$ cat config.mk
export PLATFORM = sky130hd
export DESIGN_NAME = gregorian_date_step_and_difference
export DESIGN_NICKNAME = d
export VERILOG_FILES = /design/src/rtl/core/gdsd_pkg.sv /design/src/rtl/core/gdsd_year_div.sv /design/src/rtl/core/gdsd_date_eval.sv /design/src/rtl/core/gdsd_result.sv /design/src/rtl/core/gregorian_date_step_and_difference.sv
export SDC_FILE = /design/constraint.sdc
export NUM_CORES = 2
export LEC_CHECK = 0
export ABC_AREA = 1
export BUFFER_PORTS_ARGS = -buffer_cell sky130_fd_sc_hd__buf_2
export CORE_MARGIN = 2
export CORE_UTILIZATION = 50
export CTS_CLUSTER_DIAMETER = 200
export CTS_CLUSTER_SIZE = 40
export DETAILED_ROUTE_END_ITERATION = 7
export PLACE_DENSITY = 0.71
export SLEW_MARGIN = 40
export SYNTH_ARGS = -nofsm -noshare
export SYNTH_HDL_FRONTEND = slang
export SYNTH_SLANG_ARGS = --single-unit
$ cat constraint.sdc
create_clock -name i_clk -period 16.15 [get_ports i_clk]
set_input_delay 2.4225 -clock i_clk [delete_from_list [all_inputs] [get_ports i_clk]]
set_output_delay 2.4225 -clock i_clk [all_outputs]
set_load 0.1 [all_outputs]
$ cat src/rtl/core/gdsd_pkg.sv
`timescale 1ns / 1ps

package gdsd_pkg;

    localparam int unsigned DAY_W   = 5;
    localparam int unsigned MONTH_W = 4;
    localparam int unsigned YEAR_W  = 15;
    localparam int unsigned Q100_W  = 9;
    localparam int unsigned DNUM_W  = 24;
    localparam int unsigned DIFF_W  = 25;
    localparam int unsigned OFF_W   = 9;

    localparam logic [YEAR_W-1:0]  C_YEAR_MIN = YEAR_W'(1900);
    localparam logic [YEAR_W-1:0]  C_YEAR_MAX = YEAR_W'(30000);
    localparam logic [MONTH_W-1:0] C_JAN      = MONTH_W'(1);
    localparam logic [MONTH_W-1:0] C_FEB      = MONTH_W'(2);
    localparam logic [MONTH_W-1:0] C_DEC      = MONTH_W'(12);

    // Raw dates plus the hundreds of the year and of the March-based year.
    typedef struct packed {
        logic [DAY_W-1:0]   d1;
        logic [MONTH_W-1:0] m1;
        logic [YEAR_W-1:0]  y1;
        logic [DAY_W-1:0]   d2;
        logic [MONTH_W-1:0] m2;
        logic [YEAR_W-1:0]  y2;
        logic [Q100_W-1:0]  q1;
        logic [Q100_W-1:0]  q2;
        logic [YEAR_W-1:0]  ya1;
        logic [YEAR_W-1:0]  ya2;
        logic [Q100_W-1:0]  qa1;
        logic [Q100_W-1:0]  qa2;
    } t_s1;

    typedef struct packed {
        logic               v1;
        logic               v2;
        logic [DAY_W-1:0]   d1;
        logic [MONTH_W-1:0] m1;
        logic [YEAR_W-1:0]  y1;
        logic [DAY_W-1:0]   len1;
        logic [DAY_W-1:0]   prev_len1;
        logic [DNUM_W-1:0]  n1;
        logic [DNUM_W-1:0]  n2;
    } t_s2;

    typedef struct packed {
        logic                     first_valid;
        logic                     second_valid;
        logic [DAY_W-1:0]         month_length;
        logic [DAY_W-1:0]         next_day;
        logic [MONTH_W-1:0]       next_month;
        logic [YEAR_W-1:0]        next_year;
        logic [DAY_W-1:0]         prev_day;
        logic [MONTH_W-1:0]       prev_month;
        logic [YEAR_W-1:0]        prev_year;
        logic signed [DIFF_W-1:0] day_difference;
    } t_res;

    // Exact floor(y / 100) for every 15-bit value, by reciprocal multiply.
    function automatic logic [Q100_W-1:0] f_div100(input logic [YEAR_W-1:0] y);
        logic [27:0] p;
        p = 28'(y) * 28'd5243;
        return p[27:19];
    endfunction

    function automatic logic [DAY_W-1:0] f_month_len(input logic [MONTH_W-1:0] m,
                                                     input logic leap);
        logic [DAY_W-1:0] len;
        unique case (m)
            4'd1, 4'd3, 4'd5, 4'd7, 4'd8, 4'd10, 4'd12: len = DAY_W'(31);
            4'd4, 4'd6, 4'd9, 4'd11:                    len = DAY_W'(30);
            default:                                    len = leap ? DAY_W'(29)
                                                                   : DAY_W'(28);
        endcase
        return len;
    endfunction

    // Days from 1 March to the first of the month, the year starting in March.
    function automatic logic [OFF_W-1:0] f_month_offset(input logic [MONTH_W-1:0] m);
        logic [OFF_W-1:0] off;
        unique case (m)
            4'd3:    off = OFF_W'(0);
            4'd4:    off = OFF_W'(31);
            4'd5:    off = OFF_W'(61);
            4'd6:    off = OFF_W'(92);
            4'd7:    off = OFF_W'(122);
            4'd8:    off = OFF_W'(153);
            4'd9:    off = OFF_W'(184);
            4'd10:   off = OFF_W'(214);
            4'd11:   off = OFF_W'(245);
            4'd12:   off = OFF_W'(275);
            4'd1:    off = OFF_W'(306);
            4'd2:    off = OFF_W'(337);
            default: off = OFF_W'(0);
        endcase
        return off;
    endfunction

endpackage

$ cat src/rtl/core/gdsd_year_div.sv
`timescale 1ns / 1ps

module gdsd_year_div import gdsd_pkg::*; (
    input  logic                 i_clk,
    input  logic                 i_rst_n,
    input  logic                 i_valid,
    output logic                 o_ready,
    input  logic [DAY_W-1:0]     i_d1,
    input  logic [MONTH_W-1:0]   i_m1,
    input  logic [YEAR_W-1:0]    i_y1,
    input  logic [DAY_W-1:0]     i_d2,
    input  logic [MONTH_W-1:0]   i_m2,
    input  logic [YEAR_W-1:0]    i_y2,
    output logic                 o_valid,
    input  logic                 i_ready,
    output t_s1                  o_data
);

    logic r_valid;
    t_s1  r_data;
    t_s1  n_data;

    always_comb begin
        n_data.d1  = i_d1;
        n_data.m1  = i_m1;
        n_data.y1  = i_y1;
        n_data.d2  = i_d2;
        n_data.m2  = i_m2;
        n_data.y2  = i_y2;
        // January and February count towards the previous March-based year.
        n_data.ya1 = (i_m1 <= C_FEB) ? i_y1 - YEAR_W'(1) : i_y1;
        n_data.ya2 = (i_m2 <= C_FEB) ? i_y2 - YEAR_W'(1) : i_y2;
        n_data.q1  = f_div100(i_y1);
        n_data.q2  = f_div100(i_y2);
        n_data.qa1 = f_div100(n_data.ya1);
        n_data.qa2 = f_div100(n_data.ya2);
    end

    assign o_ready = !r_valid || i_ready;

    always_ff @(posedge i_clk) begin
        if (!i_rst_n) begin
            r_valid <= 1'b0;
        end else if (o_ready) begin
            r_valid <= i_valid;
        end
    end

    always_ff @(posedge i_clk) begin
        if (i_valid && o_ready) begin
            r_data <= n_data;
        end
    end

    assign o_valid = r_valid;
    assign o_data  = r_data;

endmodule

$ cat src/rtl/core/gdsd_date_eval.sv
`timescale 1ns / 1ps

module gdsd_date_eval import gdsd_pkg::*; (
    input  logic i_clk,
    input  logic i_rst_n,
    input  logic i_valid,
    output logic o_ready,
    input  t_s1  i_data,
    output logic o_valid,
    input  logic i_ready,
    output t_s2  o_data
);

    logic             r_valid;
    t_s2              r_data;
    t_s2              n_data;
    logic             leap1;
    logic             leap2;
    logic [DAY_W-1:0] len2;

    function automatic logic f_leap(input logic [YEAR_W-1:0] y,
                                    input logic [Q100_W-1:0] q);
        logic [YEAR_W:0] hundreds;
        hundreds = (YEAR_W+1)'(q) * (YEAR_W+1)'(100);
        // Divisible by four, and either not a century or a century divisible by four.
        return (y[1:0] == 2'b00) && (({1'b0, y} != hundreds) || (q[1:0] == 2'b00));
    endfunction

    function automatic logic f_valid(input logic [DAY_W-1:0] d,
                                     input logic [MONTH_W-1:0] m,
                                     input logic [YEAR_W-1:0] y,
                                     input logic [DAY_W-1:0] len);
        return (y >= C_YEAR_MIN) && (y <= C_YEAR_MAX) && (m >= C_JAN) && (m <= C_DEC)
            && (d != '0) && (d <= len);
    endfunction

    function automatic logic [DNUM_W-1:0] f_day_number(input logic [DAY_W-1:0] d,
                                                       input logic [MONTH_W-1:0] m,
                                                       input logic [YEAR_W-1:0] ya,
                                                       input logic [Q100_W-1:0] qa);
        return DNUM_W'(ya) * DNUM_W'(365) + DNUM_W'(ya >> 2) - DNUM_W'(qa)
             + DNUM_W'(qa >> 2) + DNUM_W'(f_month_offset(m)) + DNUM_W'(d) - DNUM_W'(1);
    endfunction

    always_comb begin
        leap1            = f_leap(i_data.y1, i_data.q1);
        leap2            = f_leap(i_data.y2, i_data.q2);
        n_data.len1      = f_month_len(i_data.m1, leap1);
        len2             = f_month_len(i_data.m2, leap2);
        n_data.v1        = f_valid(i_data.d1, i_data.m1, i_data.y1, n_data.len1);
        n_data.v2        = f_valid(i_data.d2, i_data.m2, i_data.y2, len2);
        // Stepping back out of January lands in December, which always has 31 days.
        n_data.prev_len1 = (i_data.m1 == C_JAN) ? f_month_len(C_DEC, 1'b0)
                                                : f_month_len(i_data.m1 - MONTH_W'(1), leap1);
        n_data.d1        = i_data.d1;
        n_data.m1        = i_data.m1;
        n_data.y1        = i_data.y1;
        n_data.n1        = f_day_number(i_data.d1, i_data.m1, i_data.ya1, i_data.qa1);
        n_data.n2        = f_day_number(i_data.d2, i_data.m2, i_data.ya2, i_data.qa2);
    end

    assign o_ready = !r_valid || i_ready;

    always_ff @(posedge i_clk) begin
        if (!i_rst_n) begin
            r_valid <= 1'b0;
        end else if (o_ready) begin
            r_valid <= i_valid;
        end
    end

    always_ff @(posedge i_clk) begin
        if (i_valid && o_ready) begin
            r_data <= n_data;
        end
    end

    assign o_valid = r_valid;
    assign o_data  = r_data;

endmodule

$ cat src/rtl/core/gdsd_result.sv
`timescale 1ns / 1ps

module gdsd_result import gdsd_pkg::*; (
    input  logic i_clk,
    input  logic i_rst_n,
    input  logic i_valid,
    output logic o_ready,
    input  t_s2  i_data,
    output logic o_valid,
    input  logic i_ready,
    output t_res o_data
);

    logic r_valid;
    t_res r_data;
    t_res n_data;

    always_comb begin
        n_data              = '0;
        n_data.first_valid  = i_data.v1;
        n_data.second_valid = i_data.v2;
        if (i_data.v1) begin
            n_data.month_length = i_data.len1;
            n_data.next_day     = i_data.d1 + DAY_W'(1);
            n_data.next_month   = i_data.m1;
            n_data.next_year    = i_data.y1;
            if (i_data.d1 == i_data.len1) begin
                n_data.next_day = DAY_W'(1);
                if (i_data.m1 == C_DEC) begin
                    n_data.next_month = C_JAN;
                    n_data.next_year  = i_data.y1 + YEAR_W'(1);
                end else begin
                    n_data.next_month = i_data.m1 + MONTH_W'(1);
                end
            end
            n_data.prev_day   = i_data.d1 - DAY_W'(1);
            n_data.prev_month = i_data.m1;
            n_data.prev_year  = i_data.y1;
            if (i_data.d1 == DAY_W'(1)) begin
                n_data.prev_day = i_data.prev_len1;
                if (i_data.m1 == C_JAN) begin
                    n_data.prev_month = C_DEC;
                    n_data.prev_year  = i_data.y1 - YEAR_W'(1);
                end else begin
                    n_data.prev_month = i_data.m1 - MONTH_W'(1);
                end
            end
        end
        if (i_data.v1 && i_data.v2) begin
            n_data.day_difference = DIFF_W'(i_data.n2) - DIFF_W'(i_data.n1);
        end
    end

    assign o_ready = !r_valid || i_ready;

    always_ff @(posedge i_clk) begin
        if (!i_rst_n) begin
            r_valid <= 1'b0;
        end else if (o_ready) begin
            r_valid <= i_valid;
        end
    end

    always_ff @(posedge i_clk) begin
        if (i_valid && o_ready) begin
            r_data <= n_data;
        end
    end

    assign o_valid = r_valid;
    assign o_data  = r_data;

    a_invalid_first_zero: assert property (@(posedge i_clk) disable iff (!i_rst_n)
        (r_valid && !r_data.first_valid) |->
            (r_data.month_length == '0 && r_data.next_year == '0 && r_data.prev_year == '0))
        else $error("invalid first date left non-zero step results");

    a_invalid_diff_zero: assert property (@(posedge i_clk) disable iff (!i_rst_n)
        (r_valid && !(r_data.first_valid && r_data.second_valid)) |->
            (r_data.day_difference == '0))
        else $error("day difference non-zero with an invalid date");

    a_next_in_range: assert property (@(posedge i_clk) disable iff (!i_rst_n)
        (r_valid && r_data.first_valid) |->
            (r_data.next_day != '0 && r_data.next_month >= C_JAN
             && r_data.next_month <= C_DEC && r_data.next_day <= r_data.month_length + 1))
        else $error("next date out of range");

    a_prev_in_range: assert property (@(posedge i_clk) disable iff (!i_rst_n)
        (r_valid && r_data.first_valid) |->
            (r_data.prev_day != '0 && r_data.prev_month >= C_JAN
             && r_data.prev_month <= C_DEC))
        else $error("previous date out of range");

endmodule

$ cat src/rtl/core/gregorian_date_step_and_difference.sv
`timescale 1ns / 1ps

// Gregorian date step and difference. Each request carries two dates and
// yields one result: the validity of each date (years 1900 to 30000), the
// length of the first date's month, the day after and the day before the
// first date, and the signed day count from the first date to the second.
// Step results are zero when the first date is invalid, and the difference
// is zero when either date is invalid. The block is a three-stage pipeline
// (hundreds of the year by reciprocal multiply, then validity and day
// numbers, then stepping and subtraction); it takes one request per cycle
// while the result output is not stalled. Each stage holds its item while
// the stage after it is full and stalled, so empty stages still fill while
// a result waits at the output.

module gregorian_date_step_and_difference import gdsd_pkg::*; (
    input  logic        i_clk,
    input  logic        i_rst_n,
    input  logic        i_s_tvalid,
    output logic        o_s_tready,
    // first_day[4:0], first_month[8:5], first_year[23:9],
    // second_day[28:24], second_month[32:29], second_year[47:33]
    input  logic [47:0] i_s_tdata,
    output logic        o_m_tvalid,
    input  logic        i_m_tready,
    // month_length[4:0], next_day[9:5], next_month[13:10], next_year[28:14],
    // prev_day[33:29], prev_month[37:34], prev_year[52:38],
    // day_difference[77:53], zero[79:78]
    output logic [79:0] o_m_tdata,
    // first_valid[0], second_valid[1]
    output logic [1:0]  o_m_tuser
);

    logic s1_valid;
    logic s1_ready;
    t_s1  s1_data;
    logic s2_valid;
    logic s2_ready;
    t_s2  s2_data;
    t_res res;

    gdsd_year_div u_year_div (
        .i_clk   (i_clk),
        .i_rst_n (i_rst_n),
        .i_valid (i_s_tvalid),
        .o_ready (o_s_tready),
        .i_d1    (i_s_tdata[4:0]),
        .i_m1    (i_s_tdata[8:5]),
        .i_y1    (i_s_tdata[23:9]),
        .i_d2    (i_s_tdata[28:24]),
        .i_m2    (i_s_tdata[32:29]),
        .i_y2    (i_s_tdata[47:33]),
        .o_valid (s1_valid),
        .i_ready (s1_ready),
        .o_data  (s1_data)
    );

    gdsd_date_eval u_date_eval (
        .i_clk   (i_clk),
        .i_rst_n (i_rst_n),
        .i_valid (s1_valid),
        .o_ready (s1_ready),
        .i_data  (s1_data),
        .o_valid (s2_valid),
        .i_ready (s2_ready),
        .o_data  (s2_data)
    );

    gdsd_result u_result (
        .i_clk   (i_clk),
        .i_rst_n (i_rst_n),
        .i_valid (s2_valid),
        .o_ready (s2_ready),
        .i_data  (s2_data),
        .o_valid (o_m_tvalid),
        .i_ready (i_m_tready),
        .o_data  (res)
    );

    assign o_m_tuser = {res.second_valid, res.first_valid};
    assign o_m_tdata = {2'b00, res.day_difference, res.prev_year, res.prev_month,
                        res.prev_day, res.next_year, res.next_month, res.next_day,
                        res.month_length};

endmodule

==> metrics <==
GRT overflow 0; htree depth 1; Starting Density 0.503; number of hold violations in the final report 0; Slew @ Worst Pin 0.903 ns; TritonCTS Sinks 291; clock buffer count from CTS 11; Detailed Routing Iterations Pass 1 6; met1 Resource Use GR 0.345; DP Area 43,200 µm²; GPL Wtd Cong 0.940; Hold WC Path Type flip-flop to flip-flop; CORE AREA 81,800 µm²; FMAX 127 MHz; Final Max Slew Viols 0; Final Instance Area 43,500 µm²; WS Path Type input pin to flip-flop; busiest layer in global routing met2; Routed WL 99,500 µm; share of layout cells above drive strength 1 0.0460; GR Layer Usage met3 0.0295; drt drc 0; ys async rst share 0; Primary FF master, synth edfxtp_1; Sum Neg Setup Slack 0 ns; Relative slew margins 0.392; Vias/cell 5.17; worst r2r src u_year_div.o_data[24]$_DFFE_PP_; YS warnings 0; clock latency on the worst-skew pair 0.54 ns; hold_buf cts 0; Tmin final 7.89 ns; Netlist Area Pre-Place 41,200 µm²; run status completed; Post-synth EDFFs 270; initial antenna violation count 8; worst endpoint required time 16.47 ns; layout filler cell count 7,455; CTS max path bufs 3; hold_sp u_year_div.o_valid$_SDFFE_PN0N_; first-pass GRT wire length 161,000 µm; Max-Cap Viols 0; most common cell after layout, fill and taps aside inv_1; DP HPWL 86,300 µm; Root Driver clkbuf_16; cell count after synthesis 4,509; CTS tree yes; final setup vio count 0; row cnt 105; clk_skew 0.0206 ns; starting DRC count in detailed routing 1,675; most frequent cells in the layout inv_1, ha_1, nand2_1; vias 29,600; Crit. Startpoint i_s_tdata[36]; CP arrival 8.21 ns; # port buffers 133; P&R area growth vs syn 5.71%; setup bufs post-CTS 0; RSZ-0062 raised after global routing false; post-synthesis sequential area ratio 0.207; capturing element type of the critical path flip-flop; cts repair resizes 0; Die Y-Extent 291 µm; Reg clk slew, reported paths 0.15 ns; number of distinct library cells after synthesis 54; grt met2 use 0.385; Yosys reg bits 291; vias in the first global route 30,300; I/O pins 136; Die Wd 291 µm; Syn Area/Cell 9.14 µm²; ANT nets after route 0; Final Net Count 5,951; fin crit share 0.489; Max FO, Critical Path 8; crit start category input pin; average wire per standard cell 17.4 µm; gr usage total 0.239; DIE AREA 84,700 µm²; largest net degree at the start of global routing 79
logic make-up (layout without fill, tap and decap cells):
| logic type | Yosys count | in the layout | share of synthesized area |
|---|---|---|---|
| compound gates | 523 | 523 | 0.0722 |
| xor+xnor | 139 | 139 | 0.0299 |
| fa+ha+maj | 1250 | 1250 | 0.465 |
| buf+inv | 1205 | 1347 | 0.111 |
| flops | 291 | 291 | 0.207 |
| other cells | 1 | 4 | 0.0000910 |
| simple gates | 1100 | 1100 | 0.115 |
metal layers:
metal	share of wire	vias up
li1	-	14600
met1	0.47	14200
met2	0.45	713
met3	0.053	106
met4	0.024	4
met5	0.00020	-
worst max-delay path, stage by stage:
cell,delay (ns)
buf_2,0.22
inv_1,0.16
ha_1,0.20
a21boi_1,0.14
o21ai_1,0.24
nand3_1,0.16
nand4_1,0.10
nand2_1,0.05
nand3_1,0.12
xor2_1,0.57
fa_1,0.52
ha_1,0.29
inv_1,0.05
fa_1,0.55
fa_1,0.43
fa_1,0.49
inv_1,0.04
ha_1,0.30
nand2_1,0.07
nor2_1,0.23
inv_1,0.09
nor3_1,0.20
a21o_1,0.15
nor2_1,0.03
o21ai_1,0.12
nand2_1,0.11
nand3_1,0.08
nand2_1,0.05
cell type report:
class                      instances  area [µm²]  share of cell area
sequential                       291        8530               0.196
tap                             1070        1340              0.0307
antenna                            2        5.00            0.000115
inverter                        1190        4470               0.103
timing repair buffer             141         733              0.0168
multi-input combinational       3014       28200               0.647
clock buffer                      14         287             0.00658
clock inverter                     2        31.3            0.000718
path summary, 6_finish.rpt:
path	end	slack, ns	cells past startpoint
max	u_year_div.o_data[7]$_DFFE_PP_	8.26	28
min	u_year_div.o_valid$_SDFFE_PN0N_	0.54	2
max reg2reg	u_date_eval.o_data[17]$_DFFE_PP_	10.62	18
min reg2reg	u_year_div.o_valid$_SDFFE_PN0N_	0.54	2
registers in the layout, indices dropped and copies added (netlist names), named ones only:
| register | cells |
|---|---|
| u_year_div.o_data | 114 |
| u_date_eval.o_valid | 1 |
| u_year_div.o_valid | 1 |
| u_date_eval.o_data | 78 |
| u_result.o_data | 78 |
| u_result.o_valid | 1 |
cell usage after synthesis (4+ instances only):
| cell | number | area, µm² |
|---|---|---|
| o21a_1 | 9 | 67.6 |
| buf_4 | 4 | 30.0 |
| dfxtp_1 | 21 | 420 |
| edfxtp_1 | 270 | 8110 |
| a21oi_1 | 222 | 1110 |
| inv_2 | 22 | 82.6 |
| nand3_1 | 173 | 866 |
| xnor2_1 | 39 | 342 |
| clkbuf_1 | 6 | 22.5 |
| inv_1 | 1168 | 4380 |
| nor3_1 | 45 | 225 |
| nor4_1 | 14 | 87.6 |
| or2_2 | 7 | 43.8 |
| a211oi_1 | 18 | 135 |
| o21ai_1 | 26 | 130 |
| o2111ai_1 | 4 | 35.0 |
| nand2_2 | 5 | 31.3 |
| nand3b_1 | 5 | 37.5 |
| nand4_1 | 40 | 250 |
| o31ai_1 | 4 | 30.0 |
| o21ai_0 | 124 | 621 |
| nor2_4 | 5 | 56.3 |
| o21bai_1 | 23 | 173 |
| nand2_1 | 562 | 2110 |
| a21o_1 | 41 | 308 |
| ha_1 | 779 | 9750 |
| nor2_1 | 226 | 848 |
| fa_1 | 471 | 9430 |
| a21boi_1 | 4 | 30.0 |
| o211ai_1 | 11 | 82.6 |
| a31oi_1 | 23 | 144 |
| xor2_1 | 98 | 858 |
| a21boi_0 | 4 | 30.0 |
stage by stage:
step	worst slack (ns)	utilization	cells	hold WS (ns)
final	8.26	0.532	5724	0.544
after detailed placement	7.69	0.528	5706	0.533
after CTS	8.29	0.532	5722	0.553
after floorplan	8.58	-	4510	0.426
after global routing	7.79	0.532	5723	0.585
after global placement	7.78	0.528	5706	0.518
Power is not shown: default switching activity piles up to over one toggle a cycle in this logic, so the estimate is an artifact.
